<file path="src/psar_pkg.sv">
`timescale 1ns / 1ps
// Shared types, command codes and constants of the scroll address register unit.
// Has no dependencies; used by psar_palette and ppu_scroll_address_registers_unit.
package psar_pkg;

    // Command codes carried in the low nibble of an input item.
    typedef enum logic [3:0] {
        CMD_CTRL_WR   = 4'd0,
        CMD_MASK_WR   = 4'd1,
        CMD_STATUS_RD = 4'd2,
        CMD_SCROLL_WR = 4'd3,
        CMD_ADDR_WR   = 4'd4,
        CMD_DATA_WR   = 4'd5,
        CMD_DATA_RD   = 4'd6,
        CMD_INC_HORI  = 4'd7,
        CMD_INC_VERT  = 4'd8,
        CMD_COPY_HORI = 4'd9,
        CMD_COPY_VERT = 4'd10
    } psar_cmd_t;

    localparam int ADDR_W     = 15;
    localparam int MEM_ADDR_W = 14;
    localparam int PAL_IDX_W  = 5;

    // Field masks of the scroll address.
    localparam logic [ADDR_W-1:0] SCROLL_Y_MASK  = 15'h73E0;
    localparam logic [ADDR_W-1:0] HORI_KEEP_MASK = 15'h7BE0;
    localparam logic [ADDR_W-1:0] HORI_COPY_MASK = 15'h041F;
    localparam logic [ADDR_W-1:0] COARSE_Y_TEST  = 15'h03A0;
    localparam logic [MEM_ADDR_W-1:0] PALETTE_BASE = 14'h3F00;
    localparam logic [7:0] GREY_MASK = 8'h30;

    // Write request to the palette store.
    typedef struct packed {
        logic                 en;
        logic [PAL_IDX_W-1:0] idx;
        logic [7:0]           data;
    } pal_wr_t;

    // Palette index with the backdrop mirrors folded onto their base entries.
    function automatic logic [PAL_IDX_W-1:0] pal_index(input logic [MEM_ADDR_W-1:0] a);
        logic [PAL_IDX_W-1:0] i;
        i = a[PAL_IDX_W-1:0];
        if (i[4] && (i[1:0] == 2'b00))
        begin
            i[4] = 1'b0;
        end
        return i;
    endfunction

endpackage

</file>
<file path="src/psar_palette.sv">
`timescale 1ns / 1ps
// Palette store of the scroll address register unit: flip-flop array cleared at reset,
// one write port and one read port with the grey mask. Depends on psar_pkg.
module psar_palette #(
    parameter int PALETTE_DEPTH = 32
) (
    input  logic                           clk,
    input  logic                           rst_n,
    input  psar_pkg::pal_wr_t              wr,
    input  logic [psar_pkg::PAL_IDX_W-1:0] rd_idx,
    input  logic                           grey,
    output logic [7:0]                     rd_data
);

    localparam int IDX_W = $clog2(PALETTE_DEPTH);

    logic [7:0] pal_reg [PALETTE_DEPTH];
    logic [7:0] entry;

    // Storage; every entry reads as zero after reset.
    always_ff @(posedge clk or negedge rst_n)
    begin
        if (!rst_n)
        begin
            for (int k = 0; k < PALETTE_DEPTH; k++)
            begin
                pal_reg[k] <= '0;
            end
        end
        else if (wr.en)
        begin
            pal_reg[wr.idx[IDX_W-1:0]] <= wr.data;
        end
    end

    // Read with the grey mask applied.
    assign entry   = pal_reg[rd_idx[IDX_W-1:0]];
    assign rd_data = grey ? (entry & psar_pkg::GREY_MASK) : entry;

endmodule

</file>
<file path="src/ppu_scroll_address_registers_unit.sv">
`timescale 1ns / 1ps
// Scroll address register unit: top level. Depends on psar_pkg and psar_palette.
// Path: an accepted item is captured in the input register; its result is loaded into
// the result register when the item moves on, which waits while a result is not taken.
// Throughput: one item per cycle while m_tready stays high; state is updated as an item
// moves from the input register to the result register.
// Reset clears the valid flags, the state and all PALETTE_DEPTH palette entries at once.
module ppu_scroll_address_registers_unit #(
    parameter int PALETTE_DEPTH = 32
) (
    input  logic        clk,
    input  logic        rst_n,
    input  logic        s_tvalid,
    output logic        s_tready,
    input  logic [23:0] s_tdata,   // cmd[3:0], value[11:4], mem_data[19:12], zero pad
    output logic        m_tvalid,
    input  logic        m_tready,
    output logic [47:0] m_tdata    // read_value[7:0], mem_addr[21:8], mem_write[22],
                                   // current_addr[37:23], fine_scroll_x[40:38], zero pad
);

    localparam int AW = psar_pkg::ADDR_W;
    localparam int MW = psar_pkg::MEM_ADDR_W;

    // Input register.
    logic                in_valid_reg;
    psar_pkg::psar_cmd_t in_cmd_reg;
    logic [7:0]          in_value_reg;
    logic [7:0]          in_mdat_reg;

    // Architectural state.
    logic [AW-1:0] cur_addr_reg, cur_addr_next;
    logic [AW-1:0] temp_addr_reg, temp_addr_next;
    logic [2:0]    fine_x_reg, fine_x_next;
    logic          toggle_reg, toggle_next;
    logic [7:0]    ctrl_reg, ctrl_next;
    logic [7:0]    mask_reg, mask_next;
    logic [7:0]    rbuf_reg, rbuf_next;

    // Result register.
    logic          out_valid_reg;
    logic [7:0]    rd_val_reg, rd_val_next;
    logic [MW-1:0] maddr_reg, maddr_next;
    logic          mwr_reg, mwr_next;

    logic              advance;
    logic [MW-1:0]     data_addr;
    logic              is_palette;
    logic [AW-1:0]     step_addr;
    logic [AW-1:0]     vert_tmp;
    psar_pkg::pal_wr_t pal_wr;
    logic [7:0]        pal_rd;

    assign advance  = in_valid_reg && (!out_valid_reg || m_tready);
    assign s_tready = !in_valid_reg || advance;

    // Input register capture.
    always_ff @(posedge clk or negedge rst_n)
    begin
        if (!rst_n)
        begin
            in_valid_reg <= 1'b0;
        end
        else if (s_tready)
        begin
            in_valid_reg <= s_tvalid;
        end
    end

    always_ff @(posedge clk)
    begin
        if (s_tready && s_tvalid)
        begin
            in_cmd_reg   <= psar_pkg::psar_cmd_t'(s_tdata[3:0]);
            in_value_reg <= s_tdata[11:4];
            in_mdat_reg  <= s_tdata[19:12];
        end
    end

    // Shared decode of a data access.
    assign data_addr  = cur_addr_reg[MW-1:0];
    assign is_palette = (data_addr[MW-1:8] == psar_pkg::PALETTE_BASE[MW-1:8]);
    assign step_addr  = cur_addr_reg + (ctrl_reg[2] ? AW'(32) : AW'(1));

    psar_palette #(
        .PALETTE_DEPTH(PALETTE_DEPTH)
    ) u_palette (
        .clk    (clk),
        .rst_n  (rst_n),
        .wr     (pal_wr),
        .rd_idx (psar_pkg::pal_index(data_addr)),
        .grey   (mask_reg[0]),
        .rd_data(pal_rd)
    );

    // Next state and result of the item held in the input register.
    always_comb
    begin
        cur_addr_next  = cur_addr_reg;
        temp_addr_next = temp_addr_reg;
        fine_x_next    = fine_x_reg;
        toggle_next    = toggle_reg;
        ctrl_next      = ctrl_reg;
        mask_next      = mask_reg;
        rbuf_next      = rbuf_reg;
        rd_val_next    = '0;
        mwr_next       = 1'b0;
        vert_tmp       = cur_addr_reg;
        pal_wr.en      = 1'b0;
        pal_wr.idx     = psar_pkg::pal_index(data_addr);
        pal_wr.data    = in_value_reg;

        case (in_cmd_reg)
            psar_pkg::CMD_CTRL_WR:
            begin
                ctrl_next             = in_value_reg;
                temp_addr_next[11:10] = in_value_reg[1:0];
            end
            psar_pkg::CMD_MASK_WR:
            begin
                mask_next = in_value_reg;
            end
            psar_pkg::CMD_STATUS_RD:
            begin
                toggle_next = 1'b0;
            end
            psar_pkg::CMD_SCROLL_WR:
            begin
                toggle_next = !toggle_reg;
                if (!toggle_reg)
                begin
                    temp_addr_next[4:0] = in_value_reg[7:3];
                    fine_x_next         = in_value_reg[2:0];
                end
                else
                begin
                    temp_addr_next        = temp_addr_reg & ~psar_pkg::SCROLL_Y_MASK;
                    temp_addr_next[9:5]   = in_value_reg[7:3];
                    temp_addr_next[14:12] = in_value_reg[2:0];
                end
            end
            psar_pkg::CMD_ADDR_WR:
            begin
                toggle_next = !toggle_reg;
                if (!toggle_reg)
                begin
                    temp_addr_next[14]   = 1'b0;
                    temp_addr_next[13:8] = in_value_reg[5:0];
                end
                else
                begin
                    temp_addr_next[7:0] = in_value_reg;
                    cur_addr_next       = {temp_addr_reg[14:8], in_value_reg};
                end
            end
            psar_pkg::CMD_DATA_WR:
            begin
                mwr_next      = !is_palette;
                pal_wr.en     = is_palette;
                cur_addr_next = step_addr;
            end
            psar_pkg::CMD_DATA_RD:
            begin
                rd_val_next   = is_palette ? pal_rd : rbuf_reg;
                rbuf_next     = in_mdat_reg;
                cur_addr_next = step_addr;
            end
            psar_pkg::CMD_INC_HORI:
            begin
                if (cur_addr_reg[4:0] == 5'd31)
                begin
                    cur_addr_next      = cur_addr_reg;
                    cur_addr_next[4:0] = 5'd0;
                    cur_addr_next[10]  = !cur_addr_reg[10];
                end
                else
                begin
                    cur_addr_next = cur_addr_reg + AW'(1);
                end
            end
            psar_pkg::CMD_INC_VERT:
            begin
                if (cur_addr_reg[14:12] == 3'd7)
                begin
                    vert_tmp[14:12] = 3'd0;
                    if ((vert_tmp & psar_pkg::COARSE_Y_TEST) == psar_pkg::COARSE_Y_TEST)
                    begin
                        // Coarse Y at 29 flips the vertical table; 29 and 31 wrap to 0.
                        if (!vert_tmp[6])
                        begin
                            vert_tmp[11] = !vert_tmp[11];
                        end
                        vert_tmp[9:5] = 5'd0;
                        cur_addr_next = vert_tmp;
                    end
                    else
                    begin
                        cur_addr_next = vert_tmp + AW'(32);
                    end
                end
                else
                begin
                    cur_addr_next = cur_addr_reg + AW'(16'h1000);
                end
            end
            psar_pkg::CMD_COPY_HORI:
            begin
                cur_addr_next = (cur_addr_reg & psar_pkg::HORI_KEEP_MASK)
                              | (temp_addr_reg & psar_pkg::HORI_COPY_MASK);
            end
            psar_pkg::CMD_COPY_VERT:
            begin
                cur_addr_next = (cur_addr_reg & psar_pkg::HORI_COPY_MASK)
                              | (temp_addr_reg & psar_pkg::HORI_KEEP_MASK);
            end
            default:
            begin
            end
        endcase

        // Data accesses report the address before the step.
        if (in_cmd_reg == psar_pkg::CMD_DATA_WR || in_cmd_reg == psar_pkg::CMD_DATA_RD)
        begin
            maddr_next = data_addr;
        end
        else
        begin
            maddr_next = cur_addr_next[MW-1:0];
        end

        if (!advance)
        begin
            pal_wr.en = 1'b0;
        end
    end

    // State update, taken only when the item moves on.
    always_ff @(posedge clk or negedge rst_n)
    begin
        if (!rst_n)
        begin
            cur_addr_reg  <= '0;
            temp_addr_reg <= '0;
            fine_x_reg    <= '0;
            toggle_reg    <= 1'b0;
            ctrl_reg      <= '0;
            mask_reg      <= '0;
            rbuf_reg      <= '0;
        end
        else if (advance)
        begin
            cur_addr_reg  <= cur_addr_next;
            temp_addr_reg <= temp_addr_next;
            fine_x_reg    <= fine_x_next;
            toggle_reg    <= toggle_next;
            ctrl_reg      <= ctrl_next;
            mask_reg      <= mask_next;
            rbuf_reg      <= rbuf_next;
        end
    end

    // Result register.
    always_ff @(posedge clk or negedge rst_n)
    begin
        if (!rst_n)
        begin
            out_valid_reg <= 1'b0;
        end
        else if (advance)
        begin
            out_valid_reg <= 1'b1;
        end
        else if (m_tready)
        begin
            out_valid_reg <= 1'b0;
        end
    end

    always_ff @(posedge clk)
    begin
        if (advance)
        begin
            rd_val_reg <= rd_val_next;
            maddr_reg  <= maddr_next;
            mwr_reg    <= mwr_next;
        end
    end

    // The current address and fine X of a waiting result are the live state, which
    // cannot move on until that result is taken.
    assign m_tvalid = out_valid_reg;
    assign m_tdata  = {7'd0, fine_x_reg, cur_addr_reg, mwr_reg, maddr_reg, rd_val_reg};

    // Checks.
    a_mem_write_below_palette: assert property (@(posedge clk) disable iff (!rst_n)
        (m_tvalid && mwr_reg) |-> (maddr_reg[MW-1:8] != psar_pkg::PALETTE_BASE[MW-1:8]))
        else $error("external write reported inside the palette range");

    a_stall_holds_input: assert property (@(posedge clk) disable iff (!rst_n)
        !s_tready |-> in_valid_reg)
        else $error("input stalled while the input register is empty");

    a_advance_gives_result: assert property (@(posedge clk) disable iff (!rst_n)
        advance |=> m_tvalid)
        else $error("result lost after the item moved on");

    a_fine_x_only_on_advance: assert property (@(posedge clk) disable iff (!rst_n)
        !$past(advance) |-> $stable(fine_x_reg))
        else $error("fine X changed without an item moving on");

endmodule
</file>
<file path="config.mk">
export PLATFORM = sky130hd
export DESIGN_NAME = ppu_scroll_address_registers_unit
export DESIGN_NICKNAME = d
export VERILOG_FILES = /design/src/psar_pkg.sv /design/src/psar_palette.sv /design/src/ppu_scroll_address_registers_unit.sv
export SDC_FILE = /design/constraint.sdc
export NUM_CORES = 1
export LEC_CHECK = 0
export BUFFER_PORTS_ARGS = -buffer_cell sky130_fd_sc_hd__buf_2
export CAP_MARGIN = 30
export CORE_ASPECT_RATIO = 1.25
export CORE_MARGIN = 2
export CORE_UTILIZATION = 30
export DETAILED_ROUTE_END_ITERATION = 7
export PLACE_DENSITY_LB_ADDON = 0.15
export SYNTH_ARGS = -nofsm -noshare
export SYNTH_HDL_FRONTEND = slang
export SYNTH_SLANG_ARGS = --single-unit
</file>
<file path="constraint.sdc">
create_clock -name clk -period 4 [get_ports clk]
set_input_delay 0.4 -clock clk [delete_from_list [all_inputs] [get_ports clk]]
set_output_delay 0.4 -clock clk [all_outputs]
set_load 0.05 [all_outputs]
</file>
Word level (Yosys, flattened, before mapping)
Index checks and enable logic that the tools add are counted.

word-level totals
  flip-flop bits (word level) = 347
  latch bits = 0
  RAM bits = 0
  ROM bits = 0
  bits of input ports = 28
  output and inout bits = 50
  logic and storage cells = 142
  memories = 0

operators by class
  add/subtract/negate cells = 4
  multiply operators = 0
  div/mod/pow operators = 0
  order comparisons = 2
  eq/ne operators = 19
  shift operators = 0
  muxes and demuxes = 29
  bitwise logic cells = 5
  reductions and logical operators = 32

operators by type and width
  kind                    count
  $bwmux 256              1
  $pmux 15 s6             1
  $mux 8                  6
  $mux 15                 3
  $bmux 8 s5              1
  $demux 8 s5             1
  $pmux 10 s2             1
  $reduce_and 4->1        5
  $eq 4x3->1 const B      4
  $eq 4x4->1 const B      4
  $add 15x1->15 const B   1
  $add 15x13->15 const B  1
  $add 15x6->15           1
  $or 11x15->15           1
  $or 15x11->15           1
  $mux 14                 1
  $add 12x6->13 const B   1
  $mux 13                 1
  $mux 10                 1
  $ne 2x2->1 const B      5
  $eq 4x2->1 const B      2
  $reduce_and 2->1        4
  $reduce_bool 2->1       4
  $mux 7                  1
  22 further kinds        39

Logic depth before layout (Yosys ltp)
Gate-level depths: netlist of run 1.

  depth in word-level cells = 9
  mapped depth = 13
  gate-level depth less buffers = 9

By module
A second synthesis of run 1 with hierarchy kept.

second synthesis, totals
  cells, all modules = 1,249
  area, all modules = 16,834.9 um^2

by module, submodules not included
  module                             times used  cells an instance  area an instance (um^2)  seq. area each (um^2)
  psar_palette                       1           734                11,706.2                 6,406.1
  ppu_scroll_address_registers_unit  1           515                5,128.7                  2,442.3

Worst setup path after synthesis of run 1
Ideal clock, no wire load.

  path kind = register to register
  start point = reg cur_addr_reg[1]
  end point = reg u_palette.pal_reg[16] in the netlist's numbering
  setup time = 0.125 ns
  arrival = 3.245 ns
  required time = 3.875 ns
  path slack = 0.631 ns
  cell stages (with the launch flop) = 11
  buffers on the path = 4
  period minus slack after synthesis = 3.369 ns
  path through = dfrtp_1 clkbuf_1 buf_2 buf_1 inv_1 ha_1 nor2b_1 clkbuf_1 nand3_1 nor2_2 mux2_2

between the ends
  word-level cells in the longest chain between the ends = 9
  elaborated cells between the ends (all ways) = 10
  those cells by class = 2 x order compare; 4 x mux; 1 x bitwise; 3 x reduce/logical

RTL lines
  item                                                                   line                                      text
  start: declaration                                                     ppu_scroll_address_registers_unit.sv:32   logic [AW-1:0] cur_addr_reg, cur_addr_next;
  start signal: assignment                                               ppu_scroll_address_registers_unit.sv:252  cur_addr_reg <= cur_addr_next;
  $logic_not 2->1                                                        psar_pkg.sv:44                            if (i[4] && (i[1:0] == 2'b00))
  $logic_and 1x1->1                                                      psar_pkg.sv:44
  $mux 1                                                                 psar_pkg.sv:44
  $not 5->6 (not written as such) *                                      psar_palette.sv:32                        pal_reg[wr.idx[IDX_W-1:0]] <= wr.data;
  $ge 6x6->1 (not written as such) / $lt 6x1->1 (equally long branches)  psar_palette.sv:32
  $logic_and 1x1->1 (not written as such)                                psar_palette.sv:32
  $mux 8 (not written as such)                                           psar_palette.sv:32
  $demux 8 s5 *                                                          psar_palette.sv:32
  $bwmux 256 *                                                           psar_palette.sv:32
  end signal: indexed assignment                                         psar_palette.sv:32
  end: declaration                                                       psar_palette.sv:17                        logic [7:0] pal_reg [PALETTE_DEPTH];

Every way passes the cells marked *; elsewhere a longest branch is shown, timed or not.
A chain may end at the register's enable or synchronous reset.

Final worst setup path of run 1
  start point = reg cur_addr_reg[0]
  end point = reg rd_val_reg[0], data pin

between the ends
  word-level cells in the longest chain between the ends = 9

RTL lines
  item                                         line                                      text
  $logic_not 2->1                              psar_pkg.sv:44
  $logic_and 1x1->1                            psar_pkg.sv:44
  $mux 1                                       psar_pkg.sv:44
  $not 5->6 (not written as such) *            psar_palette.sv:37                        assign entry = pal_reg[rd_idx[IDX_W-1:0]];
  $bmux 8 s5 *                                 psar_palette.sv:37
  $mux 8 (not written as such) * (2 in a row)  psar_palette.sv:37
  $mux 8 *                                     psar_palette.sv:38                        assign rd_data = grey ? (entry & psar_pkg::GREY_MASK) : entry;
  $mux 8 *                                     ppu_scroll_address_registers_unit.sv:164  rd_val_next = is_palette ? pal_rd : rbuf_reg;
  end signal: assignment                       ppu_scroll_address_registers_unit.sv:283  rd_val_reg <= rd_val_next;
  end: declaration                             ppu_scroll_address_registers_unit.sv:42   logic [7:0] rd_val_reg, rd_val_next;

Every way passes the cells marked *; elsewhere a longest branch is shown, timed or not. The select of a mux whose other input is x is not followed.

==> results of run 1 <==
logic make-up after synthesis:
family | after synthesis
compound gates | 193
xor+xnor | 3
fa+ha+maj | 11
buf+inv | 128
flops | 345
mux | 312
other cells | 1
simple gates | 248
cell type report:
type / instances / area [um2]
clock buffers: 53 / 1110
clock inverters: 14 / 153
fillers: 5320 / 35200
inverters: 7 / 26.3
multi-input cells: 774 / 7060
flip-flops and latches: 345 / 8860
well taps: 727 / 910
repair buffers: 100 / 651
cell usage in the layout, fill, tap and decap left out, types with 6 or more instances in the layout:
master / Yosys / routed
edfxtp_1: 43 / 43
a22oi_1: 37 / 37
conb_1: 1 / 7
nor2_2: 6 / 6
nand2b_1: 10 / 10
buf_4: 9 / 28
clkbuf_1: 89 / 7
and2_1: 9 / 9
nand2_1: 55 / 55
o22ai_1: 7 / 7
mux4_2: 64 / 64
clkbuf_8: 0 / 6
mux2_2: 247 / 247
dfrtp_1: 302 / 300
clkbuf_16: 0 / 40
ha_1: 11 / 11
a31oi_1: 6 / 6
nor3_1: 14 / 14
o211ai_1: 6 / 6
nor2b_1: 11 / 11
inv_1: 6 / 6
nor2_1: 58 / 58
nand3_1: 21 / 21
nand4_1: 7 / 7
nor2_4: 22 / 22
buf_2: 13 / 65
a21oi_1: 58 / 58
o21ai_0: 38 / 38
stage by stage:
step / instances / total power, mW / instance area [um2]
detailed placement: 1951 / 6.63 / 17500
finish: 2020 / 10.1 / 18800
global placement: 1951 / 6.62 / 17500
floorplan: 1247 / 5.80 / 16400
CTS: 2020 / 10.2 / 18800
global route: 2020 / 10.6 / 18800
power by group:
group | switching (mW) | internal [mW]
registers | 0.393 | 3.81
clock network | 1.47 | 2.08
logic | 1.60 | 0.729
worst reg2reg max path, cell delays in order (launching register included):
cell and delay (ns):
dfrtp_4 0.62, inv_1 0.15, ha_1 0.26, nand2b_1 0.47
nor3b_1 0.73, a221oi_1 0.20, a311o_1 0.39, a21oi_1 0.16
final timing paths:
kind	depth (start not counted)	to	slack (ns)	startpoint
worst max register to register	7	rd_val_reg[0]	0.85	cur_addr_reg[0]
worst min register to register	0	u_palette.pal_reg[56]	0.37	u_palette.pal_reg[56]
worst max-delay path	7	rd_val_reg[0]	0.85	cur_addr_reg[0]
max in group asynchronous	3	u_palette.pal_reg[149]	2.52	rst_n
worst min-delay path	1	in_mdat_reg[1]	0.04	s_tdata[13]
min in group asynchronous	2	temp_addr_reg[9]	0.47	rst_n
layer usage:
| metal | up-vias | GRT usage | share of wire |
|---|---|---|---|
| met3 | 76 | 0.0191 | 0.029 |
| met1 | 5370 | 0.210 | 0.42 |
| met5 | - | 0 | 0 |
| met2 | 198 | 0.293 | 0.51 |
| li1 | 4632 | - | - |
| met4 | 0 | 0.0668 | 0.039 |
repair_timing:
action,CTS,global route
hold endpoints to repair,79,0
hold buffers,2,0
setup endpoints to repair,0,0
==> flow_summary.ini, run 1 <==
[status]
status = finished, final reports clean

[global_routing]
grt-ovfl-total = 0
grt_first_pass_wirelength_um = 70700
grt_max_degree = 86
first_global_vias = 10800
antenna_found_initial = 0
grt_use_total = 0.167

[synthesis]
synthCells = 1241
ys_seq_elements = 345
synth_area_leaders = dfrtp_1 (46%), mux2_2 (17%), mux4_2 (8.8%)
synth_top_area_share = 0.461
synth_seq_area_share = 0.539
yosysWarnings = 0
async_flop_share = 0.875
synth_ff_type = dfrtp_1
synth_top_family_by_area = multiplexers
synth_xor_xnor_area_share = 0.00160
synthAdderAreaFrac = 0.00839
yosysTopAreaCell = dfrtp_1
synth-edff-count = 43
post-synth-top-count-cell = dfrtp_1
synth_commonest_cells = dfrtp_1 (302), mux2_2 (247), clkbuf_1 (89)
synth.distinct_cells = 66
synth_compound_area_frac = 0.0753
synthMuxAreaShare = 0.258
avgSynthCellArea_um2 = 13.2
syn-cell-area_um2 = 16400
synth_simple_gate_area_frac = 0.0849

[clock_tree]
clk_pin_slew_ns = 0.06
htreeDepth = 2
tritoncts = built
cts_resized = 0
cts_made_buffers = 38
cts_buffer_depth = 3
clock-sinks = 345
root_buffer = clkbuf_16
post_cts_buffers = 0
clock_latency_ns = 0.55

[floorplan]
fp.dieArea_um2 = 56600
initial_utilization = 0.304
boundaryPins = 78
die_w_um = 213
num_rows = 95
die_h_um = 265
fp.coreArea_um2 = 54000

[sta]
hold_violations = 0
rsz0062_at_grt = no
layout_setup_ws_ns = 0.854
fin_skew_ns = 0.0248
timing.final.crit_share = 0.786
drv_slew = 0
setup_violations = 0
min_period_ns = 3.15
tightest_slew_ns = 0.855
fin_tns_setup_ns = 0
fin_worst_hold_slack_ns = 0.0396
relSlewSlack = 0.424
fmax_ghz = 0.318

[setup_path]
crit_type = register to register
cp_cell_sequence = inv_1 > ha_1 > nand2b_1 > nor3b_1 > a221oi_1 > a311o_1 > a21oi_1
crit_arrival_ns = 3.53
cpMaxStageDelayCell = nor3b_1
crit_buf_inv = 1
worstPathMaxFanout = 17
critPathRequiredTime_ns = 4.38
startpoint_type = register
cpLargestDelayFamily = simple AND/OR/NAND/NOR gates
cp-end-kind = register
slowest_delay_ns = 0.72

[final_layout]
fin_util = 0.348
antennaDiodeCount = 0
final_nets = 1305
largest_register_ffs = 256
synthToLayoutAreaGrowth_pct = 14.3
drive_gt1_frac = 0.392

[place]
portBuffers = 66
place_ws_ns = 0.909
routabilityCongestion = 0.886
place.detailed.hpwl_um = 30500

[route]
wire_per_inst_um = 22.9
wirelength_um = 46300
ant_nets = 0
first_pass_iters = 5
via_per_inst = 5.09
drtIter0Drc = 709
drc = 0
vias = 10300

[pwr]
p_per_area_nw_per_um2 = 537
vdd_drop_max_mv = 0.358
p_leak_nw = 8.20

[hold_path]
hp-class = input port to register

[flow_run]
maxCapViolCount = 0
Power figures use the tool's default switching activity.
==> run 2, diff against run 1 <==
==> constraint.sdc (replaced) <==
create_clock -name clk -period 3.3 [get_ports clk]
set_input_delay 0.33 -clock clk [delete_from_list [all_inputs] [get_ports clk]]
set_output_delay 0.33 -clock clk [all_outputs]
set_load 0.05 [all_outputs]
==> flow_summary.ini, run 2 (synthesized netlist as in run 1, its figures left out) <==
[status]
status = finished, final reports clean

[setup_path]
crit_type = register to register
cp-end-kind = register
startpoint_type = register
worstPathMaxFanout = 8
reg2reg_setup_slack_ns = 0.43
critPathRequiredTime_ns = 3.72
crit_arrival_ns = 3.30

[floorplan]
die_w_um = 213
boundaryPins = 78
num_rows = 95
fp.coreArea_um2 = 54000
initial_utilization = 0.304
die_h_um = 265
fp.dieArea_um2 = 56600

[final_layout]
final_common_cell = dfrtp_1
largest_register_ffs = 256
layout.cells.non_filler = 2065
drive_gt1_frac = 0.395
final_cell_mix = dfrtp_1 (300), mux2_2 (247), buf_2 (65)
final_nets = 1347
antennaDiodeCount = 0
synthToLayoutAreaGrowth_pct = 16.8

[global_routing]
grt_first_pass_wirelength_um = 71400
grt-ovfl-total = 0
first_global_vias = 11100
grt_use_total = 0.171
grt_max_degree = 75
antenna_found_initial = 0

[clock_tree]
htreeDepth = 2
cts_resized = 0
tritoncts = built
clock_latency_ns = 0.57
cts_made_buffers = 39
root_buffer = clkbuf_16
clock-sinks = 345
clk_pin_slew_ns = 0.06
cts_buffer_depth = 3

[route]
wirelength_um = 47200
wire_per_inst_um = 22.9
ant_nets = 0
via_per_inst = 5.08
first_pass_iters = 6
drc = 0
vias = 10500
drtIter0Drc = 539

[sta]
min_period_ns = 2.87
rsz0062_at_grt = no
fin_skew_ns = 0.0309
fmax_ghz = 0.348
fin_tns_setup_ns = 0
hold_violations = 0
relSlewSlack = 0.437
timing.final.crit_share = 0.871
setup_violations = 0
tightest_slew_ns = 0.836
drv_slew = 0

[place]
portBuffers = 66
place_inst = 1972
routabilityCongestion = 0.902
place.detailed.hpwl_um = 31500

[pwr]
p_leak_nw = 8.41
vdd_drop_max_mv = 0.391
p_per_area_nw_per_um2 = 648

[hold_path]
hp-class = input port to register

[flow_run]
maxCapViolCount = 0
-- run 2: changes by cell type in the layout (fill, tap and decap cells not counted) --
| cell | previous run | this run |
|---|---|---|
| clkbuf_16 | 40 | 42 |
| clkinvlp_4 | 1 | 2 |
| inv_16 | 0 | 1 |
| buf_4 | 28 | 48 |
| clkinv_2 | 5 | 6 |
| clkbuf_8 | 6 | 4 |
| clkbuf_1 | 7 | 11 |
| inv_4 | 1 | 0 |
| buf_12 | 4 | 5 |
| clkinv_8 | 2 | 0 |
| dlygate4sd3_1 | 2 | 22 |
-- run 2: per-stage QoR --
step	setup slack (ns)	total power [mW]	utilization	instance area [um2]	hold WS, ns
after detailed placement	0.358	8.10	0.327	17600	0.363
after global placement	0.338	8.10	0.327	17600	0.360
after floorplan	0.0707	7.04	-	16400	0.0344
after CTS	0.339	12.6	0.355	19200	0.0192
after global routing	0.206	13.0	0.355	19200	0.0395
final	0.425	12.4	0.355	19200	0.0571
-- run 2: per-layer routing --
metal	global-route usage	share of wire
met5	0	0
met3	0.0235	0.032
met2	0.302	0.52
met4	0.0792	0.043
met1	0.206	0.41
-- run 2: worst max-delay path, stage by stage, from the launching register on --
cell     delay (ns)
dfrtp_1        0.48
ha_1           0.28
nand3_1        0.22
nor4_4         0.46
nand2_2        0.47
nor2_4         0.43
mux2_2         0.38
-- run 2: layout make-up --
type                    instances  area [um2]
clock buffers                  57        1150
clock inverters                14         146
flip-flops and latches        345        8860
fillers                      5302       34800
repair buffers                141        1020
well taps                     727         910
inverters                       7        26.3
multi-input cells             774        7060
-- run 2: report_power, final --
| group | internal, mW | total (mW) | switching [mW] |
|---|---|---|---|
| Clock | 2.59 | 4.40 | 1.81 |
| Sequential | 4.62 | 4.93 | 0.315 |
| Combinational | 0.975 | 3.08 | 2.10 |
| Total | 8.18 | 12.4 | 4.23 |
-- run 2: final timing paths --
path,end,cells after the start,from
min in group asynchronous,fine_x_reg[2],2,rst_n
max in group asynchronous,u_palette.pal_reg[70],3,rst_n
worst min register to register,u_palette.pal_reg[93],0,u_palette.pal_reg[93]
worst min-delay path,m_tvalid,3,m_tready
worst max-delay path,u_palette.pal_reg[171],6,cur_addr_reg[12]
worst max register to register,u_palette.pal_reg[171],6,cur_addr_reg[12]
-- run 2: timing repair --
item	CTS	global route
hold endpoints to repair	89	0
hold buffers	22	0
setup buffers	0	0
